==> config.mk <==
export PLATFORM = sky130hd
export DESIGN_NAME = pendulum_swing_up_balance_control
export DESIGN_NICKNAME = d
export VERILOG_FILES = /design/src/design/psbc_pkg.sv /design/src/design/psbc_front.sv /design/src/design/psbc_queue.sv /design/src/design/psbc_back.sv /design/src/design/pendulum_swing_up_balance_control.sv
export SDC_FILE = /design/constraint.sdc
export NUM_CORES = 2
export LEC_CHECK = 0
export BUFFER_PORTS_ARGS = -buffer_cell sky130_fd_sc_hd__buf_2
export CORE_MARGIN = 5
export CORE_UTILIZATION = 53
export DETAILED_ROUTE_END_ITERATION = 8
export PLACE_DENSITY = 0.69
export SYNTH_ARGS = -nofsm -noshare
export SYNTH_HDL_FRONTEND = slang
export SYNTH_SLANG_ARGS = --single-unit
==> constraint.sdc <==
create_clock -name clk -period 17.81 [get_ports clk]
set_input_delay 0.8905 -clock clk [delete_from_list [all_inputs] [get_ports clk]]
set_output_delay 0.8905 -clock clk [all_outputs]
set_load 0.03 [all_outputs]
==> src/design/psbc_pkg.sv <==
// Shared types and constants for the pendulum swing-up and balance controller.
package psbc_pkg;

	localparam int ANGLE_W = 10;
	localparam int SPEED_W = 24;
	localparam int DUTY_W  = 9;
	localparam int GAIN_W  = 16;
	localparam int MS_W    = 16;
	localparam int COUNT_W = 32;
	localparam int LIM_W   = 9;
	localparam int PROD_W  = 41;
	localparam int DIV_STEPS = 24;
	localparam int CNT_W   = 5;

	localparam logic [DUTY_W-1:0]  DUTY_FULL_SCALE = 9'd256;
	localparam logic [9:0]         MS_PER_S        = 10'd1000;
	localparam logic [SPEED_W-1:0] SPEED_MAX       = 24'h7FFFFF;
	localparam logic [SPEED_W-1:0] SPEED_MIN       = 24'h800000;

	localparam logic [GAIN_W-1:0] GAIN_ANGLE_RST = 16'd29850;
	localparam logic [GAIN_W-1:0] GAIN_RATE_RST  = 16'd4117;
	localparam logic [GAIN_W-1:0] SPEED_TOL_RST  = 16'd32;
	localparam logic [LIM_W-1:0]  BAL_THR_RST    = 9'd450;
	localparam logic [LIM_W-1:0]  KICK_WIN_RST   = 9'd16;
	localparam logic [LIM_W-1:0]  BANG_DUTY_RST  = 9'd256;

	typedef enum logic {
		CMD_EDGE = 1'b0,
		CMD_TICK = 1'b1
	} cmd_t;

	typedef enum logic [1:0] {
		MODE_IDLE    = 2'd0,
		MODE_KICK    = 2'd1,
		MODE_BANG    = 2'd2,
		MODE_BALANCE = 2'd3
	} mode_t;

	typedef enum logic [2:0] {
		REG_GAIN_ANGLE  = 3'd0,
		REG_GAIN_RATE   = 3'd1,
		REG_SPEED_TOL   = 3'd2,
		REG_BAL_THR     = 3'd3,
		REG_KICK_WIN    = 3'd4,
		REG_BANG_DUTY   = 3'd5,
		REG_SPARE6      = 3'd6,
		REG_SPARE7      = 3'd7
	} reg_idx_t;

	typedef enum logic [2:0] {
		S_IDLE,
		S_CHK,
		S_DIV,
		S_SAT,
		S_PROD,
		S_FIN
	} back_state_t;

	typedef struct packed {
		logic [GAIN_W-1:0] gain_angle;
		logic [GAIN_W-1:0] gain_rate;
		logic [GAIN_W-1:0] speed_tolerance;
		logic [LIM_W-1:0]  balance_threshold;
		logic [LIM_W-1:0]  kick_window;
		logic [LIM_W-1:0]  bang_duty;
	} cfg_t;

	typedef struct packed {
		logic [COUNT_W-1:0] delta;
		logic [MS_W-1:0]    ms;
		logic [ANGLE_W-1:0] angle;
	} tick_req_t;

	typedef struct packed {
		logic      valid;
		tick_req_t req;
	} q_head_t;

endpackage

==> src/design/psbc_front.sv <==
// Front end: encoder edge counting, angle wrap and tick snapshot into the queue.
module psbc_front #(
	parameter int TICKS_PER_TURN = 1000
) (
	input  logic                          clk,
	input  logic                          arst_n,
	input  logic                          req_valid,
	output logic                          req_stall,
	input  logic                          command,
	input  logic                          phase_b_level,
	input  logic [psbc_pkg::MS_W-1:0]     elapsed_ms,
	input  logic                          q_full,
	output logic                          push,
	output psbc_pkg::tick_req_t           push_req
);

	localparam int AW1 = psbc_pkg::ANGLE_W + 1;
	localparam logic [AW1-1:0] TICKS_V = AW1'(TICKS_PER_TURN);
	localparam logic [psbc_pkg::ANGLE_W-1:0] TOP_V = psbc_pkg::ANGLE_W'(TICKS_PER_TURN - 1);

	logic [psbc_pkg::COUNT_W-1:0] position_q;
	logic [psbc_pkg::COUNT_W-1:0] previous_q;
	logic [psbc_pkg::ANGLE_W-1:0] angle_q;
	logic                         accept;
	logic [AW1-1:0]               angle_up;

	assign req_stall = q_full;
	assign accept    = req_valid && !req_stall;
	assign push      = accept && (psbc_pkg::cmd_t'(command) == psbc_pkg::CMD_TICK);
	assign angle_up  = {1'b0, angle_q} + AW1'(1);

	assign push_req.delta = position_q - previous_q;
	assign push_req.ms    = elapsed_ms;
	assign push_req.angle = angle_q;

	always_ff @(posedge clk or negedge arst_n) begin
		if (!arst_n) begin
			position_q <= '0;
			previous_q <= '0;
			angle_q    <= '0;
		end else if (accept) begin
			if (psbc_pkg::cmd_t'(command) == psbc_pkg::CMD_TICK) begin
				previous_q <= position_q;
			end else if (phase_b_level) begin
				position_q <= position_q - psbc_pkg::COUNT_W'(1);
				angle_q    <= (angle_q == '0 || {1'b0, angle_q} >= TICKS_V) ? TOP_V
				              : angle_q - psbc_pkg::ANGLE_W'(1);
			end else begin
				position_q <= position_q + psbc_pkg::COUNT_W'(1);
				angle_q    <= (angle_up >= TICKS_V) ? '0 : angle_up[psbc_pkg::ANGLE_W-1:0];
			end
		end
	end

endmodule

==> src/design/psbc_queue.sv <==
// Two-entry request queue between the front end and the back end.
module psbc_queue (
	input  logic                clk,
	input  logic                arst_n,
	input  logic                push,
	input  psbc_pkg::tick_req_t push_req,
	input  logic                pop,
	output logic                full,
	output psbc_pkg::q_head_t   head
);

	logic                v0_q, v1_q;
	psbc_pkg::tick_req_t slot0_q, slot1_q;

	assign full       = v0_q && v1_q;
	assign head.valid = v0_q;
	assign head.req   = slot0_q;

	always_ff @(posedge clk or negedge arst_n) begin
		if (!arst_n) begin
			v0_q <= 1'b0;
			v1_q <= 1'b0;
		end else if (pop && push) begin
			v0_q <= 1'b1;
		end else if (pop) begin
			v0_q <= v1_q;
			v1_q <= 1'b0;
		end else if (push) begin
			v0_q <= 1'b1;
			v1_q <= v0_q;
		end
	end

	always_ff @(posedge clk) begin
		if (pop && push) begin
			if (v1_q) begin
				slot0_q <= slot1_q;
				slot1_q <= push_req;
			end else begin
				slot0_q <= push_req;
			end
		end else if (pop) begin
			slot0_q <= slot1_q;
		end else if (push) begin
			if (v0_q) begin
				slot1_q <= push_req;
			end else begin
				slot0_q <= push_req;
			end
		end
	end

	a_no_push_full: assert property (@(posedge clk) disable iff (!arst_n)
		push |-> !full)
		else $error("queue overrun");

	a_pop_nonempty: assert property (@(posedge clk) disable iff (!arst_n)
		pop |-> v0_q)
		else $error("pop from empty queue");

endmodule

==> src/design/psbc_back.sv <==
// Back end: speed divider, held state update, mode select and drive law.
module psbc_back #(
	parameter int TICKS_PER_TURN = 1000
) (
	input  logic                                clk,
	input  logic                                arst_n,
	input  psbc_pkg::cfg_t                      cfg,
	input  psbc_pkg::q_head_t                   head,
	output logic                                pop,
	output logic                                rsp_valid,
	input  logic                                rsp_stall,
	output logic [psbc_pkg::DUTY_W-1:0]         duty,
	output logic                                direction,
	output logic [psbc_pkg::ANGLE_W-1:0]        angle_ticks,
	output logic signed [psbc_pkg::SPEED_W-1:0] speed,
	output logic [1:0]                          mode
);

	localparam int AW1 = psbc_pkg::ANGLE_W + 1;
	localparam int AW2 = psbc_pkg::ANGLE_W + 2;
	localparam int PA_W = psbc_pkg::GAIN_W + 1 + AW1;
	localparam int PR_W = psbc_pkg::GAIN_W + 1 + psbc_pkg::SPEED_W;
	localparam int SUM_W = PR_W + 1;
	localparam logic [AW1-1:0] HALF_V  = AW1'(TICKS_PER_TURN / 2);
	localparam logic [AW1-1:0] TICKS_V = AW1'(TICKS_PER_TURN);

	psbc_pkg::back_state_t state_q, state_d;

	logic                                 sign_q;
	logic [psbc_pkg::MS_W-1:0]            ms_q;
	logic [psbc_pkg::ANGLE_W-1:0]         angle_q;
	logic [psbc_pkg::PROD_W-1:0]          prod_q;
	logic [psbc_pkg::MS_W-1:0]            rem_q;
	logic [psbc_pkg::SPEED_W-1:0]         quo_q;
	logic [psbc_pkg::CNT_W-1:0]           cnt_q;
	logic [psbc_pkg::ANGLE_W-1:0]         held_angle_q;
	logic signed [psbc_pkg::SPEED_W-1:0]  held_speed_q;
	logic signed [PA_W-1:0]               pa_q;
	logic signed [PR_W-1:0]               pr_q;
	logic                                 rsp_valid_q;
	logic [psbc_pkg::DUTY_W-1:0]          duty_q;
	logic                                 dir_q;
	logic [psbc_pkg::ANGLE_W-1:0]         angle_out_q;
	logic [psbc_pkg::SPEED_W-1:0]         speed_out_q;
	psbc_pkg::mode_t                      mode_q;

	logic [psbc_pkg::COUNT_W-1:0]         mag;
	logic [psbc_pkg::PROD_W-1:0]          prod_d;
	logic                                 ovf;
	logic [psbc_pkg::MS_W+1:0]            trial;
	logic                                 trial_ok;
	logic [psbc_pkg::SPEED_W-1:0]         sat_speed;
	logic                                 load;

	logic signed [AW1-1:0]                err;
	logic signed [PA_W-1:0]               pa_d;
	logic signed [PR_W-1:0]               pr_d;
	logic signed [SUM_W-1:0]              sum;
	logic [SUM_W-1:0]                     drive_mag;
	logic [SUM_W-9:0]                     drive_duty;
	logic [psbc_pkg::DUTY_W-1:0]          bal_duty;
	logic [psbc_pkg::DUTY_W-1:0]          bang;
	logic [AW1-1:0]                       shifted, wrapped;
	logic signed [AW2-1:0]                vu;
	logic [AW2-1:0]                       bottom_dist;
	logic [psbc_pkg::SPEED_W-1:0]         aspd;
	psbc_pkg::mode_t                      mode_d;
	logic [psbc_pkg::DUTY_W-1:0]          duty_d;
	logic                                 dir_d;

	// Speed numerator: |delta| * 1000.
	assign mag    = head.req.delta[psbc_pkg::COUNT_W-1] ? -head.req.delta : head.req.delta;
	assign prod_d = psbc_pkg::PROD_W'(mag) * psbc_pkg::PROD_W'(psbc_pkg::MS_PER_S);
	assign ovf    = prod_q >= {1'b0, ms_q, {psbc_pkg::SPEED_W{1'b0}}};

	// One restoring step of the division.
	assign trial    = {1'b0, rem_q, quo_q[psbc_pkg::SPEED_W-1]} - {2'b00, ms_q};
	assign trial_ok = !trial[psbc_pkg::MS_W+1];

	always_comb begin
		if (sign_q) begin
			sat_speed = (quo_q > psbc_pkg::SPEED_MIN) ? psbc_pkg::SPEED_MIN : -quo_q;
		end else begin
			sat_speed = quo_q[psbc_pkg::SPEED_W-1] ? psbc_pkg::SPEED_MAX : quo_q;
		end
	end

	// Balance products, registered before the sum.
	assign err  = $signed({1'b0, held_angle_q}) - $signed(HALF_V);
	assign pa_d = $signed({1'b0, cfg.gain_angle}) * err;
	assign pr_d = $signed({1'b0, cfg.gain_rate}) * held_speed_q;

	assign sum        = SUM_W'(pa_q) + SUM_W'(pr_q);
	assign drive_mag  = sum[SUM_W-1] ? -sum : sum;
	assign drive_duty = drive_mag[SUM_W-1:8];
	assign bal_duty   = (drive_duty > (SUM_W-8)'(psbc_pkg::DUTY_FULL_SCALE))
	                    ? psbc_pkg::DUTY_FULL_SCALE : drive_duty[psbc_pkg::DUTY_W-1:0];
	assign bang       = (cfg.bang_duty > psbc_pkg::DUTY_FULL_SCALE)
	                    ? psbc_pkg::DUTY_FULL_SCALE : cfg.bang_duty;

	// Distance from the bottom, true modulo.
	assign shifted     = {1'b0, held_angle_q} + HALF_V;
	assign wrapped     = (shifted >= TICKS_V) ? shifted - TICKS_V : shifted;
	assign vu          = $signed({1'b0, wrapped}) - $signed({1'b0, HALF_V});
	assign bottom_dist = vu[AW2-1] ? AW2'(-vu) : AW2'(vu);
	assign aspd        = held_speed_q[psbc_pkg::SPEED_W-1] ? -held_speed_q : held_speed_q;

	always_comb begin
		mode_d = psbc_pkg::MODE_IDLE;
		duty_d = '0;
		dir_d  = 1'b1;
		if (bottom_dist < AW2'(cfg.balance_threshold)) begin
			if (aspd < psbc_pkg::SPEED_W'(cfg.speed_tolerance)
			    && bottom_dist < AW2'(cfg.kick_window)) begin
				mode_d = psbc_pkg::MODE_KICK;
				duty_d = bang;
			end else if (aspd > psbc_pkg::SPEED_W'(cfg.speed_tolerance)) begin
				mode_d = psbc_pkg::MODE_BANG;
				duty_d = bang;
				dir_d  = !held_speed_q[psbc_pkg::SPEED_W-1];
			end
		end else begin
			mode_d = psbc_pkg::MODE_BALANCE;
			duty_d = bal_duty;
			dir_d  = sum[SUM_W-1] || (sum == '0);
		end
	end

	assign load = !rsp_valid_q || !rsp_stall;

	always_ff @(posedge clk or negedge arst_n) begin
		if (!arst_n) begin
			state_q <= psbc_pkg::S_IDLE;
		end else begin
			state_q <= state_d;
		end
	end

	always_comb begin
		state_d = state_q;
		pop     = 1'b0;
		unique case (state_q)
			psbc_pkg::S_IDLE: begin
				if (head.valid) begin
					pop     = 1'b1;
					state_d = psbc_pkg::S_CHK;
				end
			end
			psbc_pkg::S_CHK: begin
				if (ms_q == '0) begin
					state_d = psbc_pkg::S_PROD;
				end else if (ovf) begin
					state_d = psbc_pkg::S_SAT;
				end else begin
					state_d = psbc_pkg::S_DIV;
				end
			end
			psbc_pkg::S_DIV: begin
				if (cnt_q == psbc_pkg::CNT_W'(1)) begin
					state_d = psbc_pkg::S_SAT;
				end
			end
			psbc_pkg::S_SAT:  state_d = psbc_pkg::S_PROD;
			psbc_pkg::S_PROD: state_d = psbc_pkg::S_FIN;
			psbc_pkg::S_FIN: begin
				if (load) begin
					state_d = psbc_pkg::S_IDLE;
				end
			end
			default: state_d = psbc_pkg::S_IDLE;
		endcase
	end

	always_ff @(posedge clk) begin
		case (state_q)
			psbc_pkg::S_IDLE: begin
				if (head.valid) begin
					sign_q  <= head.req.delta[psbc_pkg::COUNT_W-1];
					ms_q    <= head.req.ms;
					angle_q <= head.req.angle;
					prod_q  <= prod_d;
				end
			end
			psbc_pkg::S_CHK: begin
				rem_q <= prod_q[psbc_pkg::MS_W+psbc_pkg::SPEED_W-1:psbc_pkg::SPEED_W];
				quo_q <= ovf ? '1 : prod_q[psbc_pkg::SPEED_W-1:0];
				cnt_q <= psbc_pkg::CNT_W'(psbc_pkg::DIV_STEPS);
			end
			psbc_pkg::S_DIV: begin
				rem_q <= trial_ok ? trial[psbc_pkg::MS_W-1:0]
				         : {rem_q[psbc_pkg::MS_W-2:0], quo_q[psbc_pkg::SPEED_W-1]};
				quo_q <= {quo_q[psbc_pkg::SPEED_W-2:0], trial_ok};
				cnt_q <= cnt_q - psbc_pkg::CNT_W'(1);
			end
			psbc_pkg::S_PROD: begin
				pa_q <= pa_d;
				pr_q <= pr_d;
			end
			psbc_pkg::S_FIN: begin
				if (load) begin
					duty_q      <= duty_d;
					dir_q       <= dir_d;
					angle_out_q <= held_angle_q;
					speed_out_q <= held_speed_q;
					mode_q      <= mode_d;
				end
			end
			default: ;
		endcase
	end

	always_ff @(posedge clk or negedge arst_n) begin
		if (!arst_n) begin
			held_angle_q <= '0;
			held_speed_q <= '0;
		end else if (state_q == psbc_pkg::S_SAT) begin
			held_angle_q <= angle_q;
			held_speed_q <= sat_speed;
		end
	end

	always_ff @(posedge clk or negedge arst_n) begin
		if (!arst_n) begin
			rsp_valid_q <= 1'b0;
		end else if (state_q == psbc_pkg::S_FIN && load) begin
			rsp_valid_q <= 1'b1;
		end else if (!rsp_stall) begin
			rsp_valid_q <= 1'b0;
		end
	end

	assign rsp_valid   = rsp_valid_q;
	assign duty        = duty_q;
	assign direction   = dir_q;
	assign angle_ticks = angle_out_q;
	assign speed       = speed_out_q;
	assign mode        = mode_q;

	a_rem_below_ms: assert property (@(posedge clk) disable iff (!arst_n)
		state_q == psbc_pkg::S_DIV |-> rem_q < ms_q)
		else $error("divider remainder out of range");

	a_held_only_sat: assert property (@(posedge clk) disable iff (!arst_n)
		state_q != psbc_pkg::S_SAT |=> $stable(held_speed_q) && $stable(held_angle_q))
		else $error("held state changed outside update");

	a_idle_no_drive: assert property (@(posedge clk) disable iff (!arst_n)
		rsp_valid_q && mode_q == psbc_pkg::MODE_IDLE |-> duty_q == '0 && dir_q)
		else $error("idle swing with drive");

	a_pop_starts: assert property (@(posedge clk) disable iff (!arst_n)
		pop |=> state_q == psbc_pkg::S_CHK)
		else $error("pop without start of work");

endmodule

==> src/design/pendulum_swing_up_balance_control.sv <==
// Top level of the pendulum swing-up and balance controller with its register port.
//
//   channel   direction  handshake            payload
//   request   in         req_valid/req_stall  command, phase_b_level, elapsed_ms
//   response  out        rsp_valid/rsp_stall  duty, direction, angle_ticks, speed, mode
//   config    in         APB psel/penable     paddr, pwdata, prdata (pready tied high)
//
// Encoder edge requests never produce a response; they wait only on req_stall.
// A control tick runs through the back end as pop, range check, the
// one-bit-per-cycle speed divider, saturate, products and drive.
// A zero elapsed time skips the divider and the held update; a speed
// that overflows 24 bits skips only the divider.
// The front end keeps counting edges while the back end works; a two-entry
// queue holds pending ticks, and req_stall rises only while it is full.
// A finished response waits in its output register; the back end holds in its
// last step only while the previous response is still stalled.
// Reset clears the counts, held angle and speed, and loads the register defaults.
module pendulum_swing_up_balance_control #(
	parameter int TICKS_PER_TURN = 1000
) (
	input  logic                                clk,
	input  logic                                arst_n,
	// request channel
	input  logic                                req_valid,
	output logic                                req_stall,
	input  logic                                command,
	input  logic                                phase_b_level,
	input  logic [psbc_pkg::MS_W-1:0]           elapsed_ms,
	// response channel
	output logic                                rsp_valid,
	input  logic                                rsp_stall,
	output logic [psbc_pkg::DUTY_W-1:0]         duty,
	output logic                                direction,
	output logic [psbc_pkg::ANGLE_W-1:0]        angle_ticks,
	output logic signed [psbc_pkg::SPEED_W-1:0] speed,
	output logic [1:0]                          mode,
	// register port
	input  logic                                psel,
	input  logic                                penable,
	input  logic                                pwrite,
	input  logic [4:0]                          paddr,
	input  logic [31:0]                         pwdata,
	output logic [31:0]                         prdata,
	output logic                                pready
);

	psbc_pkg::cfg_t      cfg_q;
	psbc_pkg::reg_idx_t  reg_idx;
	logic                wr_en;

	logic                q_full;
	logic                push;
	logic                pop;
	psbc_pkg::tick_req_t push_req;
	psbc_pkg::q_head_t   head;

	// Register port: word index from paddr[4:2]; write on the access phase.
	assign pready  = 1'b1;
	assign reg_idx = psbc_pkg::reg_idx_t'(paddr[4:2]);
	assign wr_en   = psel && penable && pwrite && pready;

	always_ff @(posedge clk or negedge arst_n) begin
		if (!arst_n) begin
			cfg_q.gain_angle        <= psbc_pkg::GAIN_ANGLE_RST;
			cfg_q.gain_rate         <= psbc_pkg::GAIN_RATE_RST;
			cfg_q.speed_tolerance   <= psbc_pkg::SPEED_TOL_RST;
			cfg_q.balance_threshold <= psbc_pkg::BAL_THR_RST;
			cfg_q.kick_window       <= psbc_pkg::KICK_WIN_RST;
			cfg_q.bang_duty         <= psbc_pkg::BANG_DUTY_RST;
		end else if (wr_en) begin
			unique case (reg_idx)
				psbc_pkg::REG_GAIN_ANGLE: cfg_q.gain_angle <= pwdata[psbc_pkg::GAIN_W-1:0];
				psbc_pkg::REG_GAIN_RATE:  cfg_q.gain_rate  <= pwdata[psbc_pkg::GAIN_W-1:0];
				psbc_pkg::REG_SPEED_TOL:
					cfg_q.speed_tolerance <= pwdata[psbc_pkg::GAIN_W-1:0];
				psbc_pkg::REG_BAL_THR:
					cfg_q.balance_threshold <= pwdata[psbc_pkg::LIM_W-1:0];
				psbc_pkg::REG_KICK_WIN:   cfg_q.kick_window <= pwdata[psbc_pkg::LIM_W-1:0];
				psbc_pkg::REG_BANG_DUTY:  cfg_q.bang_duty   <= pwdata[psbc_pkg::LIM_W-1:0];
				default: ;  // drop writes to unused words
			endcase
		end
	end

	always_comb begin
		unique case (reg_idx)
			psbc_pkg::REG_GAIN_ANGLE: prdata = 32'(cfg_q.gain_angle);
			psbc_pkg::REG_GAIN_RATE:  prdata = 32'(cfg_q.gain_rate);
			psbc_pkg::REG_SPEED_TOL:  prdata = 32'(cfg_q.speed_tolerance);
			psbc_pkg::REG_BAL_THR:    prdata = 32'(cfg_q.balance_threshold);
			psbc_pkg::REG_KICK_WIN:   prdata = 32'(cfg_q.kick_window);
			psbc_pkg::REG_BANG_DUTY:  prdata = 32'(cfg_q.bang_duty);
			default:                  prdata = '0;
		endcase
	end

	// Front end: count edges, snapshot the count delta and angle on each tick.
	psbc_front #(
		.TICKS_PER_TURN(TICKS_PER_TURN)
	) u_front (
		.clk          (clk),
		.arst_n       (arst_n),
		.req_valid    (req_valid),
		.req_stall    (req_stall),
		.command      (command),
		.phase_b_level(phase_b_level),
		.elapsed_ms   (elapsed_ms),
		.q_full       (q_full),
		.push         (push),
		.push_req     (push_req)
	);

	// Hold pending ticks so the edge counter waits on the divider only while the queue is full.
	psbc_queue u_queue (
		.clk     (clk),
		.arst_n  (arst_n),
		.push    (push),
		.push_req(push_req),
		.pop     (pop),
		.full    (q_full),
		.head    (head)
	);

	// Back end: speed, held state, mode and drive.
	psbc_back #(
		.TICKS_PER_TURN(TICKS_PER_TURN)
	) u_back (
		.clk        (clk),
		.arst_n     (arst_n),
		.cfg        (cfg_q),
		.head       (head),
		.pop        (pop),
		.rsp_valid  (rsp_valid),
		.rsp_stall  (rsp_stall),
		.duty       (duty),
		.direction  (direction),
		.angle_ticks(angle_ticks),
		.speed      (speed),
		.mode       (mode)
	);

endmodule

==> flow_metrics.tcl <==
set metrics [dict create \
    status "complete, no violations" \
    final_common_cell "inv_1" \
    critPathLaunch "u_back.held_angle_q[2]" \
    start_util 0.5349 \
    synthAdderAreaFrac 0.3223 \
    synth_ff_type "edfxtp_1" \
    routed_wl_mm 133.3 \
    drc_errors 0 \
    syn_avg_cell_area_um2 9.617 \
    rr_startpoint "u_back.held_angle_q[2]" \
    grt_pass1_wl_mm 217.9 \
    finClkSkew_ps 62.90 \
    fin_crit_ps 9477 \
    grt_overflow 0 \
    clk_pin_slew_ps 70 \
    rows 118 \
    hold_violations 0 \
    antenna_found_initial 5 \
    ys_warn_count 0 \
    portBuffers 107 \
    met2_usage 0.4164 \
    ioPinCount 143 \
    worstSetupEndpointType "flop" \
    final_cell_mix "inv_1 (964), fa_1 (617), nand2_1 (615), ha_1 (442), edfxtp_1 (341)" \
    drive_above_1_share 0.07946 \
    grt.total_usage 0.2403 \
    synth_compound_area_frac 0.1089 \
    gp_congestion 0.9333 \
    core_area_um2 103800 \
    max_freq_ghz 0.1055 \
    hold_buffers 0 \
    hpwl_mm 101.6 \
    yosys-top-cells-area "fa_1 (22%), edfxtp_1 (18%), ha_1 (10%)" \
    worst_setup_path_start_kind "flop" \
    reg2reg_to "u_back.pa_q[26]" \
    dieArea_um2 111300 \
    clockBufferDepth 3 \
    grt_start_max_net_pins 76 \
    cts_max_level 2 \
    synth_xor_area_frac 0.04354 \
    n_fill_cell 8978 \
    synth_cell_types 98 \
    busiest_layer "met2" \
    grtUsageMet3 0.04616 \
    firstDrtPassIters 6 \
    fp.dieW_um 333.7 \
    required_ps 18190 \
    grt_pass1_vias 41693 \
    finalSetupViolCount 0 \
    netlist_area_um2 55520 \
    cts_tree "done" \
    via_per_inst 5.589 \
    arrival_ps 9860 \
    cpMostUsedCell "fa_1" \
    tns_ps 0 \
    syn_inst 5773 \
    wl_per_cell_um 18.52 \
    async_flop_share 0.3566 \
    worst_path_max_delay_cell "dfrtp_1" \
    synth_edf_count 341 \
    critPathKind "flop to flop" \
    synth.area.mux_share 0.03475 \
    slowest_delay_ps 860 \
    clock_latency_ps 690 \
    drv_cap 0 \
    cp_max_fo 21 \
    synth_simple_gate_area_frac 0.1375 \
    drtAntennaViolNets 0 \
    area_growth_pct 7.275 \
    tightest_slew_ps 1225 \
    yosysSeqAreaShare 0.2701 \
    cts_made_buffers 61 \
    slew_headroom 0.1832 \
    ys_ff_latch 530 \
    yosysTopAreaCell "fa_1" \
    maxSlewViolCount 0 \
    drt_iter0_drc 2818 \
    cts_root_buffer "clkbuf_16" \
    reg2regPathDepth 27 \
    nNetsFinal 6882 \
    hold_class "primary input to asynchronous set/reset pin" \
    post_cts_resized 0 \
    reg2reg_setup_slack_ps 8330 \
    use_met1 0.3126 \
    die_y_um 333.7 \
    dr_total_vias 40222 \
    cts_setup_buffers 0 \
    synth_top_family_by_area "adder cells" \
    synth.top_cell.area_share 0.2225 \
    clkSinkCount 530 \
    rsz0062_at_grt "no" \
    period_share 0.5321 \
]
-- cell usage after synthesis (130+ instances only) --
library cell / count
nor2_1: 275
fa_1: 617
mux2_2: 130
nand2_1: 615
clkbuf_1: 205
xnor2_1: 198
inv_1: 965
a21oi_1: 273
dfrtp_1: 170
and2_1: 232
ha_1: 442
o21ai_0: 245
edfxtp_1: 341
-- state kept, by name (all words and copies together) (netlist names), 9 cells and up --
| signal | count |
|---|---|
| u_front.previous_q | 32 |
| u_queue.slot1_q | 58 |
| u_back.ms_q | 16 |
| u_back.pr_q | 41 |
| u_back.held_speed_q | 24 |
| u_back.speed | 24 |
| u_back.rem_q | 16 |
| u_back.angle_q | 10 |
| u_back.quo_q | 24 |
| u_front.position_q | 32 |
| cfg_q | 75 |
| u_back.angle_ticks | 10 |
| u_queue.head | 58 |
| u_back.duty | 9 |
| u_back.pa_q | 28 |
| u_front.angle_q | 10 |
| u_back.prod_q | 38 |
| u_back.held_angle_q | 10 |
-- worst max-delay path: cells and delay by family, from the launching register on --
kind / cells / cell delay (ps)
adders and majority gates: 7 / 3150
AOI/OAI and AO/OA: 11 / 2900
buffers and inverters: 5 / 1580
DFF: 1 / 860
and+or+nand+nor: 3 / 560
xor gates and xnor gates: 1 / 150
-- per-stage QoR --
| stage | cell area, um2 | instances | utilization | worst slack (ps) | hold WS, ps |
|---|---|---|---|---|---|
| 4_1_cts | 59550 | 7194 | 0.5738 | 8450 | 168.3 |
| 2_1_floorplan | 55570 | 5788 | - | 10400 | 400.3 |
| 5_1_grt | 59560 | 7196 | 0.5738 | 7711 | 200.4 |
| 3_3_place_gp | 57270 | 7078 | 0.5518 | 8659 | 405.1 |
| 6_report | 59560 | 7196 | 0.5738 | 8333 | 188.8 |
| 3_5_place_dp | 57270 | 7078 | 0.5518 | 8550 | 406.3 |
-- routing by layer --
layer  vias up  share of wire
li1      18956              -
met2      1023           0.49
met4         2          0.026
met5         -       0.000068
met1     20039           0.42
met3       202          0.062
-- kinds of logic (layout without fill, tap and decap cells) --
logic type               count (synthesis)  in the layout
AND/OR/NAND/NOR                       1574           1574
buffers and inverters                 1206           1232
adder cells (fa/ha/maj)               1060           1060
AO/OA/AOI/OAI                          951            951
flip-flops                             530            530
XOR/XNOR                               276            276
multiplexers                           174            174
other                                    2             19
-- cell type report --
cell class              count  area (um2)  area share
multi-input cells        4052       36060      0.6055
flip-flops and latches    530       14990      0.2517
inverters                 967        3630     0.06095
well taps                1380        1727     0.02899
clock buffers              67        1600     0.02687
repair buffers            149       859.6     0.01443
clock inverters            49       679.4     0.01141
diodes                      2       5.005  0.00008404
-- how the worst max path moves through the flow --
| stage | endpoint | slack (ps) | cells after the start |
|---|---|---|---|
| floorplan | u_back.pa_q[26] | 10400 | 30 |
| global placement | u_back.pa_q[26] | 8660 | 27 |
| detailed placement | u_back.pa_q[26] | 8550 | 27 |
| CTS | u_back.pa_q[26] | 8450 | 27 |
| global route | u_back.pa_q[26] | 7710 | 27 |
| finish | u_back.pa_q[26] | 8330 | 27 |
Power is left out: the tool's default activity adds up to more than one toggle a clock period on the data nets, which glitch-free logic cannot reach.
